### src/rtl/shs_pkg.sv
// Shared types, constants and the round-constant table of the SHA-256 stream hasher.
package shs_pkg;

  // Source of the byte that is shifted into the message window
  typedef enum logic [1:0] {
    BSEL_MSG  = 2'd0,
    BSEL_PAD  = 2'd1,
    BSEL_ZERO = 2'd2,
    BSEL_LEN  = 2'd3
  } byte_sel_t;

  localparam logic [7:0] PAD_BYTE   = 8'h80;
  localparam logic [5:0] LEN_POS    = 6'd56;
  localparam logic [5:0] BLOCK_LAST = 6'd63;
  localparam logic [5:0] ROUND_LAST = 6'd63;
  localparam logic [1:0] PART_LAST  = 2'd3;

  // Word 0 is the most significant word (H0 / a)
  typedef logic [0:7][31:0] chain_t;

  localparam chain_t IV = {
    32'h6a09e667, 32'hbb67ae85, 32'h3c6ef372, 32'ha54ff53a,
    32'h510e527f, 32'h9b05688c, 32'h1f83d9ab, 32'h5be0cd19
  };

  typedef struct packed {
    logic       shift_byte;   // shift one byte into the message window
    byte_sel_t  byte_sel;
    logic       add_len;      // message byte: bump the bit count
    logic       init_work;    // working vars <= chain
    logic       round_en;     // one compression round
    logic [5:0] round_idx;
    logic       fold;         // chain += working vars
    logic       load_digest;  // chain -> output buffer, chain <= IV
  } shs_cmd_t;

  typedef struct packed {
    logic obuf_busy;
  } shs_status_t;

  function automatic logic [31:0] round_k(input logic [5:0] idx);
    logic [31:0] k;
    case (idx)
      6'd0:  k = 32'h428a2f98;  6'd1:  k = 32'h71374491;
      6'd2:  k = 32'hb5c0fbcf;  6'd3:  k = 32'he9b5dba5;
      6'd4:  k = 32'h3956c25b;  6'd5:  k = 32'h59f111f1;
      6'd6:  k = 32'h923f82a4;  6'd7:  k = 32'hab1c5ed5;
      6'd8:  k = 32'hd807aa98;  6'd9:  k = 32'h12835b01;
      6'd10: k = 32'h243185be;  6'd11: k = 32'h550c7dc3;
      6'd12: k = 32'h72be5d74;  6'd13: k = 32'h80deb1fe;
      6'd14: k = 32'h9bdc06a7;  6'd15: k = 32'hc19bf174;
      6'd16: k = 32'he49b69c1;  6'd17: k = 32'hefbe4786;
      6'd18: k = 32'h0fc19dc6;  6'd19: k = 32'h240ca1cc;
      6'd20: k = 32'h2de92c6f;  6'd21: k = 32'h4a7484aa;
      6'd22: k = 32'h5cb0a9dc;  6'd23: k = 32'h76f988da;
      6'd24: k = 32'h983e5152;  6'd25: k = 32'ha831c66d;
      6'd26: k = 32'hb00327c8;  6'd27: k = 32'hbf597fc7;
      6'd28: k = 32'hc6e00bf3;  6'd29: k = 32'hd5a79147;
      6'd30: k = 32'h06ca6351;  6'd31: k = 32'h14292967;
      6'd32: k = 32'h27b70a85;  6'd33: k = 32'h2e1b2138;
      6'd34: k = 32'h4d2c6dfc;  6'd35: k = 32'h53380d13;
      6'd36: k = 32'h650a7354;  6'd37: k = 32'h766a0abb;
      6'd38: k = 32'h81c2c92e;  6'd39: k = 32'h92722c85;
      6'd40: k = 32'ha2bfe8a1;  6'd41: k = 32'ha81a664b;
      6'd42: k = 32'hc24b8b70;  6'd43: k = 32'hc76c51a3;
      6'd44: k = 32'hd192e819;  6'd45: k = 32'hd6990624;
      6'd46: k = 32'hf40e3585;  6'd47: k = 32'h106aa070;
      6'd48: k = 32'h19a4c116;  6'd49: k = 32'h1e376c08;
      6'd50: k = 32'h2748774c;  6'd51: k = 32'h34b0bcb5;
      6'd52: k = 32'h391c0cb3;  6'd53: k = 32'h4ed8aa4a;
      6'd54: k = 32'h5b9cca4f;  6'd55: k = 32'h682e6ff3;
      6'd56: k = 32'h748f82ee;  6'd57: k = 32'h78a5636f;
      6'd58: k = 32'h84c87814;  6'd59: k = 32'h8cc70208;
      6'd60: k = 32'h90befffa;  6'd61: k = 32'ha4506ceb;
      6'd62: k = 32'hbef9a3f7;  6'd63: k = 32'hc67178f2;
      default: k = 32'h0;
    endcase
    return k;
  endfunction

endpackage

### src/rtl/sha256_stream_hasher_unit.sv
// Top level of the SHA-256 stream hasher: controller plus datapath.
// Throughput: one item per cycle while a block fills; each 64th byte starts the rounds
//   and the fold, during which input stalls; the pace is set by the single round unit.
// End of message: the pad bytes fill the block and it is compressed, an extra block follows
//   when the length does not fit, then the digest waits while the previous digest drains;
//   parts leave one per cycle while out_stall is low.
// Reset (rst, synchronous, active high): chaining words to the initial hash, counters empty.
module sha256_stream_hasher_unit
  import shs_pkg::*;
(
  input  logic        clk,
  input  logic        rst,
  // input channel: one item per handshake
  input  logic        in_valid,
  output logic        in_stall,
  input  logic [7:0]  data_byte,
  input  logic        byte_valid,
  input  logic        end_of_message,
  // output channel: one digest quarter per item
  output logic        out_valid,
  input  logic        out_stall,
  output logic [63:0] digest_part,
  output logic [1:0]  part_index,
  output logic        last_part
);

  shs_cmd_t    cmd;
  shs_status_t status;

  // Controller: counts bytes into the 64-byte block, sequences the padding
  // bytes (0x80, zeros, big-endian bit count), runs 64 rounds per block and
  // hands the finished chain to the digest buffer. Input stalls whenever the
  // controller is not taking message bytes.
  shs_ctrl u_ctrl (
    .clk            (clk),
    .rst            (rst),
    .in_valid       (in_valid),
    .in_stall       (in_stall),
    .byte_valid     (byte_valid),
    .end_of_message (end_of_message),
    .status         (status),
    .cmd            (cmd)
  );

  // Datapath: byte-wide shift into a 512-bit window that doubles as the
  // message schedule, one round per cycle, chain fold, and a 256-bit digest
  // buffer so a new message can start while the last digest drains.
  shs_datapath u_dp (
    .clk         (clk),
    .rst         (rst),
    .cmd         (cmd),
    .data_byte   (data_byte),
    .status      (status),
    .out_valid   (out_valid),
    .out_stall   (out_stall),
    .digest_part (digest_part),
    .part_index  (part_index),
    .last_part   (last_part)
  );

endmodule

### src/rtl/shs_datapath.sv
// Datapath: message window, compression round, chaining words, bit count, digest buffer.
module shs_datapath
  import shs_pkg::*;
(
  input  logic        clk,
  input  logic        rst,
  input  shs_cmd_t    cmd,
  input  logic [7:0]  data_byte,
  output shs_status_t status,
  output logic        out_valid,
  input  logic        out_stall,
  output logic [63:0] digest_part,
  output logic [1:0]  part_index,
  output logic        last_part
);

  chain_t        chain;
  chain_t        work;
  logic [511:0]  msg;         // W[t] in the top word
  logic [63:0]   bit_length;
  logic [255:0]  obuf;
  logic [1:0]    part_cnt;

  logic [7:0]    byte_in;
  logic [31:0]   w0, w1, w9, w14, w_new;
  logic [31:0]   sum0, sum1, ch, maj, t1, t2, a_new, e_new;
  logic          out_take;

  always_comb begin
    case (cmd.byte_sel)
      BSEL_MSG:  byte_in = data_byte;
      BSEL_PAD:  byte_in = PAD_BYTE;
      BSEL_ZERO: byte_in = 8'h00;
      BSEL_LEN:  byte_in = bit_length[63:56];
      default:   byte_in = 8'h00;
    endcase
  end

  // message schedule over a sliding 16-word window
  assign w0  = msg[511:480];
  assign w1  = msg[479:448];
  assign w9  = msg[223:192];
  assign w14 = msg[63:32];
  assign w_new = ({w14[16:0], w14[31:17]} ^ {w14[18:0], w14[31:19]} ^ {10'd0, w14[31:10]})
               + w9
               + ({w1[6:0], w1[31:7]} ^ {w1[17:0], w1[31:18]} ^ {3'd0, w1[31:3]})
               + w0;

  // one compression round
  assign sum1 = {work[4][5:0], work[4][31:6]} ^ {work[4][10:0], work[4][31:11]}
              ^ {work[4][24:0], work[4][31:25]};
  assign ch   = (work[4] & work[5]) ^ (~work[4] & work[6]);
  assign t1   = work[7] + sum1 + ch + round_k(cmd.round_idx) + w0;
  assign sum0 = {work[0][1:0], work[0][31:2]} ^ {work[0][12:0], work[0][31:13]}
              ^ {work[0][21:0], work[0][31:22]};
  assign maj  = (work[0] & work[1]) ^ (work[0] & work[2]) ^ (work[1] & work[2]);
  assign t2   = sum0 + maj;
  assign a_new = t1 + t2;
  assign e_new = work[3] + t1;

  assign out_take = out_valid && !out_stall;

  // control-bearing state
  always_ff @(posedge clk) begin
    if (rst) begin
      chain      <= IV;
      bit_length <= 64'd0;
      out_valid  <= 1'b0;
      part_cnt   <= 2'd0;
    end else begin
      if (cmd.add_len) begin
        bit_length <= bit_length + 64'd8;
      end else if (cmd.shift_byte && (cmd.byte_sel == BSEL_LEN)) begin
        bit_length <= {bit_length[55:0], 8'h00};   // back to zero after eight length bytes
      end
      if (cmd.fold) begin
        for (int i = 0; i < 8; i++) begin
          chain[i] <= chain[i] + work[i];
        end
      end else if (cmd.load_digest) begin
        chain <= IV;
      end
      if (cmd.load_digest) begin
        out_valid <= 1'b1;
        part_cnt  <= 2'd0;
      end else if (out_take) begin
        if (part_cnt == PART_LAST) begin
          out_valid <= 1'b0;
        end
        part_cnt <= part_cnt + 2'd1;
      end
    end
  end

  // payload registers
  always_ff @(posedge clk) begin
    if (cmd.shift_byte) begin
      msg <= {msg[503:0], byte_in};
    end else if (cmd.round_en) begin
      msg <= {msg[479:0], w_new};
    end
    if (cmd.init_work) begin
      work <= chain;
    end else if (cmd.round_en) begin
      work <= {a_new, work[0], work[1], work[2], e_new, work[4], work[5], work[6]};
    end
    if (cmd.load_digest) begin
      obuf <= chain;
    end else if (out_take) begin
      obuf <= {obuf[191:0], 64'd0};
    end
  end

  assign status.obuf_busy = out_valid;
  assign digest_part      = obuf[255:192];
  assign part_index       = part_cnt;
  assign last_part        = (part_cnt == PART_LAST);

endmodule

### src/rtl/shs_ctrl.sv
// Controller: byte intake, padding sequence, round counter and digest hand-off.
module shs_ctrl
  import shs_pkg::*;
(
  input  logic        clk,
  input  logic        rst,
  input  logic        in_valid,
  output logic        in_stall,
  input  logic        byte_valid,
  input  logic        end_of_message,
  input  shs_status_t status,
  output shs_cmd_t    cmd
);

  typedef enum logic [4:0] {
    ST_IDLE   = 5'b00001,
    ST_ROUND  = 5'b00010,
    ST_FOLD   = 5'b00100,
    ST_PAD    = 5'b01000,
    ST_DIGEST = 5'b10000
  } state_t;

  state_t     state, state_next;
  logic [5:0] fill, fill_next;
  logic [5:0] round_cnt, round_cnt_next;
  logic       pad_active, pad_active_next;   // message closed, padding under way
  logic       pad_marked, pad_marked_next;   // 0x80 already written
  logic       pad_extra, pad_extra_next;     // zeros to end of block, length goes in next one
  logic       final_blk, final_blk_next;     // block being compressed carries the length
  logic       in_take;

  assign in_stall = (state != ST_IDLE);
  assign in_take  = in_valid && !in_stall;

  always_comb begin
    state_next      = state;
    fill_next       = fill;
    round_cnt_next  = round_cnt;
    pad_active_next = pad_active;
    pad_marked_next = pad_marked;
    pad_extra_next  = pad_extra;
    final_blk_next  = final_blk;
    cmd             = '0;
    cmd.byte_sel    = BSEL_MSG;
    cmd.round_idx   = round_cnt;

    case (state)
      ST_IDLE: begin
        if (in_take) begin
          if (byte_valid) begin
            cmd.shift_byte = 1'b1;
            cmd.add_len    = 1'b1;
            fill_next      = fill + 6'd1;
            if (fill == BLOCK_LAST) begin
              cmd.init_work   = 1'b1;
              state_next      = ST_ROUND;
              pad_active_next = end_of_message;
            end else if (end_of_message) begin
              state_next      = ST_PAD;
              pad_active_next = 1'b1;
            end
          end else if (end_of_message) begin
            state_next      = ST_PAD;
            pad_active_next = 1'b1;
          end
        end
      end
      ST_PAD: begin
        cmd.shift_byte = 1'b1;
        fill_next      = fill + 6'd1;
        if (!pad_marked) begin
          cmd.byte_sel    = BSEL_PAD;
          pad_marked_next = 1'b1;
          pad_extra_next  = (fill >= LEN_POS);
        end else if (pad_extra || (fill < LEN_POS)) begin
          cmd.byte_sel = BSEL_ZERO;
        end else begin
          cmd.byte_sel = BSEL_LEN;
        end
        if (fill == BLOCK_LAST) begin
          cmd.init_work  = 1'b1;
          state_next     = ST_ROUND;
          final_blk_next = (cmd.byte_sel == BSEL_LEN);
          // next block, if any, carries zeros and then the length
          pad_extra_next = 1'b0;
        end
      end
      ST_ROUND: begin
        cmd.round_en   = 1'b1;
        round_cnt_next = round_cnt + 6'd1;
        if (round_cnt == ROUND_LAST) begin
          state_next = ST_FOLD;
        end
      end
      ST_FOLD: begin
        cmd.fold = 1'b1;
        if (final_blk) begin
          state_next = ST_DIGEST;
        end else if (pad_active) begin
          state_next = ST_PAD;
        end else begin
          state_next = ST_IDLE;
        end
      end
      ST_DIGEST: begin
        if (!status.obuf_busy) begin
          cmd.load_digest = 1'b1;
          pad_active_next = 1'b0;
          pad_marked_next = 1'b0;
          pad_extra_next  = 1'b0;
          final_blk_next  = 1'b0;
          state_next      = ST_IDLE;
        end
      end
      default: begin
        state_next = ST_IDLE;
      end
    endcase
  end

  always_ff @(posedge clk) begin
    if (rst) begin
      state      <= ST_IDLE;
      fill       <= 6'd0;
      round_cnt  <= 6'd0;
      pad_active <= 1'b0;
      pad_marked <= 1'b0;
      pad_extra  <= 1'b0;
      final_blk  <= 1'b0;
    end else begin
      state      <= state_next;
      fill       <= fill_next;
      round_cnt  <= round_cnt_next;
      pad_active <= pad_active_next;
      pad_marked <= pad_marked_next;
      pad_extra  <= pad_extra_next;
      final_blk  <= final_blk_next;
    end
  end

endmodule

### config.mk
export PLATFORM = sky130hd
export DESIGN_NAME = sha256_stream_hasher_unit
export DESIGN_NICKNAME = d
export VERILOG_FILES = /design/src/rtl/shs_pkg.sv /design/src/rtl/sha256_stream_hasher_unit.sv /design/src/rtl/shs_datapath.sv /design/src/rtl/shs_ctrl.sv
export SDC_FILE = /design/constraint.sdc
export NUM_CORES = 2
export LEC_CHECK = 0
export BUFFER_PORTS_ARGS = -buffer_cell sky130_fd_sc_hd__clkbuf_2
export CORE_MARGIN = 2
export CORE_UTILIZATION = 50
export CTS_BUF_LIST = sky130_fd_sc_hd__clkbuf_8
export DETAILED_ROUTE_END_ITERATION = 10
export GPL_TIMING_DRIVEN = 0
export PLACE_DENSITY = 0.62
export SKIP_LAST_GASP = 1
export SYNTH_ARGS = -nofsm -noshare
export SYNTH_HDL_FRONTEND = slang
export SYNTH_SLANG_ARGS = --single-unit
### constraint.sdc
create_clock -name clk -period 23.9 [get_ports clk]
set_clock_uncertainty 0.1 [all_clocks]
set_input_delay 0 -clock clk [delete_from_list [all_inputs] [get_ports clk]]
set_output_delay 0 -clock clk [all_outputs]
set_load 0.02 [all_outputs]
==> results.txt <==
----------------------------------------------------
[Critical path]
  Reg2Reg Launch Point ... u_dp.work[123]
  Launching element type of the critical path ... flip-flop
  CP arrival ... 10.67 ns
  CP required ... 24.52 ns
  Max FO, Critical Path ... 5
  Most common cell type on the critical path ... sky130_fd_sc_hd__a21o_1
  FF-to-FF path depth ... 35
  Type of the worst setup path ... flip-flop to flip-flop
  Endpoint kind of the worst setup timing path ... flip-flop
  Max stage delay cell, worst path ... sky130_fd_sc_hd__xor2_1
  Family with the most delay on the worst path ... compound AO/OA/AOI/OAI gates
  Flop2flop setup slack ... 13.86 ns
  R2R Path End ... u_dp.work[255]
  Slowest Stage Delay on Critical Path ... 0.55 ns
  Buffers and inverters on the worst path ... 5

[Placement]
  Count of port buffers added during placement ... 82
  Sum of net half-perimeters after detailed placement ... 258,000 microns
  Routability congestion estimate ... 1.03

[Drt]
  Post-DR vias/cell ... 5.87
  Sum of met3 wire segment lengths after detailed routing ... 26,500 microns
  Number of detailed-routing iterations run before antenna repair ... 6
  Routed met2 length ... 156,000 microns
  Post-detailed-route DRC marker count ... 0
  Routed WL per cell ... 26.8 microns
  Routed metal-1 wirelength ... 124,000 microns
  Routed Wire Length ... 333,000 microns
  Max layer used ... met5
  Antenna Nets Post-Route ... 0
  Drt first-iter violations ... 7,775
  Total via count after detailed routing ... 72,996

[Run status]
  Violations in the final reports ... capacitance limit, slew limit
  Outcome ... finished, violations left

[Synth]
  Count of flip-flops with a built-in enable after synthesis ... 1,024
  Fraction of synthesis flops using an asynchronous set or reset pin ... 0%
  Warning count from the yosys run ... 0
  Share of the yosys chip area belonging to registers ... 45.1%
  Predominant post-synthesis flop cell ... sky130_fd_sc_hd__edfxtp_1
  Post-synthesis cell count ... 9,608
  Synthesis-stage register bit count ... 1,397
  Count of unique library cells instantiated by Yosys ... 92
  Area of the mapped netlist ... 84,800 sq um
  Synthesized Nets ... 10,210
  Syn_area_per_cell ... 8.83 sq um

[Global route]
  Global-route wire length before repair ... 475,000 microns
  Antenna violations before repair ... 10
  Vias in the first global route ... 71,491
  Maximum number of pins on one net before global-route repair ... 75
  Remaining global-route overflow ... 0
  Overall fraction of global-route tracks in use ... 37.9%

[Cells and area]
  Commonest cells after routing, fill and taps aside ... sky130_fd_sc_hd__nand2_1 (3,080), sky130_fd_sc_hd__edfxtp_1 (1,024), sky130_fd_sc_hd__a21oi_1 (525)
  Layout cell share with drive strength beyond 1 ... 5.83%
  Final-stage net count ... 10,622
  Area of the multi-input gates ... 42,600 sq um
  Synthesis-to-finish area growth ... 10.8%
  Total area of sequential cells ... 38,200 sq um
  Commonest non-fill, non-tap cell in the layout ... sky130_fd_sc_hd__nand2_1
  Fillers ... 15,602

[Clock network]
  Clock latency reported for the late side of the worst-skew pair ... 1.03 ns
  Num Clock Sinks ... 1,397
  Clock tree from TritonCTS ... yes
  Cell chosen for the clock root ... sky130_fd_sc_hd__clkbuf_8
  H-tree depth reported by CTS ... 5
  Clk pin slew, worst setup/hold paths ... 0.06 ns
  Maximum root-to-sink buffer count ... 4
  Count of instances resized after the clock tree is built ... 0
  Number of buffers created by CTS ... 276

[Floorplan]
  Core ar. ... 169,000 sq um
  I/O pin count ... 83
  Width of the die ... 416 microns
  Std cell rows ... 151
  Die height ... 416 microns
  Area enclosed by the die boundary ... 173,000 sq um
  Initial standard-cell utilization of the core ... 50.2%

[STA]
  Setup repair after global routing missed its margin ... false
  Final setup vio count ... 0
  Slew at the pin closest to its max-slew limit ... 1.61 ns
  Achievable Freq ... 0.0996 GHz
  Slew headroom ... -7.63%
  Final hold viol count ... 0
  Max Slew Vio Count ... 55
  Period Utilization, post-route ... 42.0%
  Aggregate negative setup slack ... 0 ns
  Minimum clock period ... 10.04 ns

[Hold path]
  Hold Path Cell Cnt ... 6
  Hold path start ... byte_valid
  Capture endpoint of the worst hold path ... u_dp.bit_length[24]
  Class of the worst hold path ... primary input to flip-flop

[Flow run]
  Max-capacitance violation count ... 6

----------------------------------------------------
==> flip-flops by register name, indices dropped and copies added, names as in the netlist, 2 cells and up, named ones only <==
register	flops
u_ctrl.fill	6
u_ctrl.round_cnt	6
u_ctrl.state	5
u_dp.bit_length	61
u_dp.chain	256
u_dp.msg	512
u_dp.obuf	256
u_dp.part_index	2
u_dp.work	256
==> worst min-delay path: stages <==
cell and delay (ns):
sky130_fd_sc_hd__dlygate4sd3_1 0.56, sky130_fd_sc_hd__clkbuf_2 0.13, sky130_fd_sc_hd__and3_1 0.25, sky130_fd_sc_hd__nand3_1 0.27, sky130_fd_sc_hd__o211ai_1 0.12, sky130_fd_sc_hd__a21oi_1 0.13
==> routing by layer <==
layer / track usage, % / up-vias
met2: 62.3 / 3501
met5: 0 / -
met3: 6.86 / 941
met4: 26.0 / 8
met1: 45.1 / 35075
li1: - / 33471
==> worst max-delay path by stage <==
| stage | depth (start not counted) | slack [ns] | from | end |
|---|---|---|---|---|
| after floorplan | 2 | 4.10 | u_dp.out_valid | u_dp.obuf[0] |
| after global placement | 2 | -5.76 | u_dp.out_valid | u_dp.obuf[251] |
| after detailed placement | 35 | 14.12 | u_dp.work[123] | u_dp.work[255] |
| after CTS | 35 | 14.08 | u_dp.work[123] | u_dp.work[255] |
| after global routing | 35 | 13.35 | u_dp.work[123] | u_dp.work[255] |
| final | 35 | 13.86 | u_dp.work[123] | u_dp.work[255] |
==> area by class of cell <==
type	instances	area share [%]
Antenna cell	9	0.0240
Buffer	605	2.70
Clock buffer	301	4.41
Clock inverter	174	0.931
Inverter	391	1.56
Multi-Input combinational cell	7215	45.4
Sequential cell	1397	40.7
Tap cell	2218	2.95
Timing Repair Buffer	134	1.33
==> cells in the mapped netlist, drive strengths merged (65+ instances only) <==
library cell | count | share of area, %
a21o | 176 | 1.6
a21oi | 527 | 3.1
a31oi | 78 | 0.58
and2 | 83 | 0.61
buf | 112 | 0.80
clkbuf | 493 | 2.2
dfxtp | 373 | 8.8
edfxtp | 1024 | 36
fa | 195 | 4.6
ha | 393 | 5.8
inv | 389 | 1.7
nand2 | 3082 | 14
nand2b | 65 | 0.48
nand3 | 166 | 0.98
nor2 | 454 | 2.0
nor3 | 191 | 1.1
o21ai | 496 | 2.9
xnor2 | 342 | 3.5
xor2 | 225 | 2.3
==> timing repair <==
action / in CTS / in global routing
setup buffers: 0 / 0
hold buffers: 29 / 0
hold endpoints to repair: 174 / 0
==> logic make-up (layout without fill, tap and decap cells) <==
kind of cell               after synthesis  in the layout  synth area share, %
adders and majority gates              590            590                 10.4
other                                    0              9                    0
DFF                                   1397           1397                 45.1
and+or+nand+nor                       4286           4286                 20.8
muxes                                   47             47                0.559
AOI/OAI and AO/OA                     1724           1724                 12.6
xor gates and xnor gates               568            568                 5.88
buffers and inverters                  996           1605                 4.71
==> stage by stage <==
step	hold slack [ns]	instance area (sq um)	setup WS (ns)	utilization [%]	cells
after CTS	0.281	93900	14.08	55.6	12435
final	0.367	93900	13.86	55.6	12444
after global placement	0.242	88000	-5.76	52.1	11908
after floorplan	0.0785	84800	4.10	-	9608
after detailed placement	0.244	88600	14.12	52.5	11931
after global routing	0.346	93900	13.35	55.6	12441
Power is not shown: default switching activity piles up to over one toggle a cycle in this logic, so the estimate is an artifact.
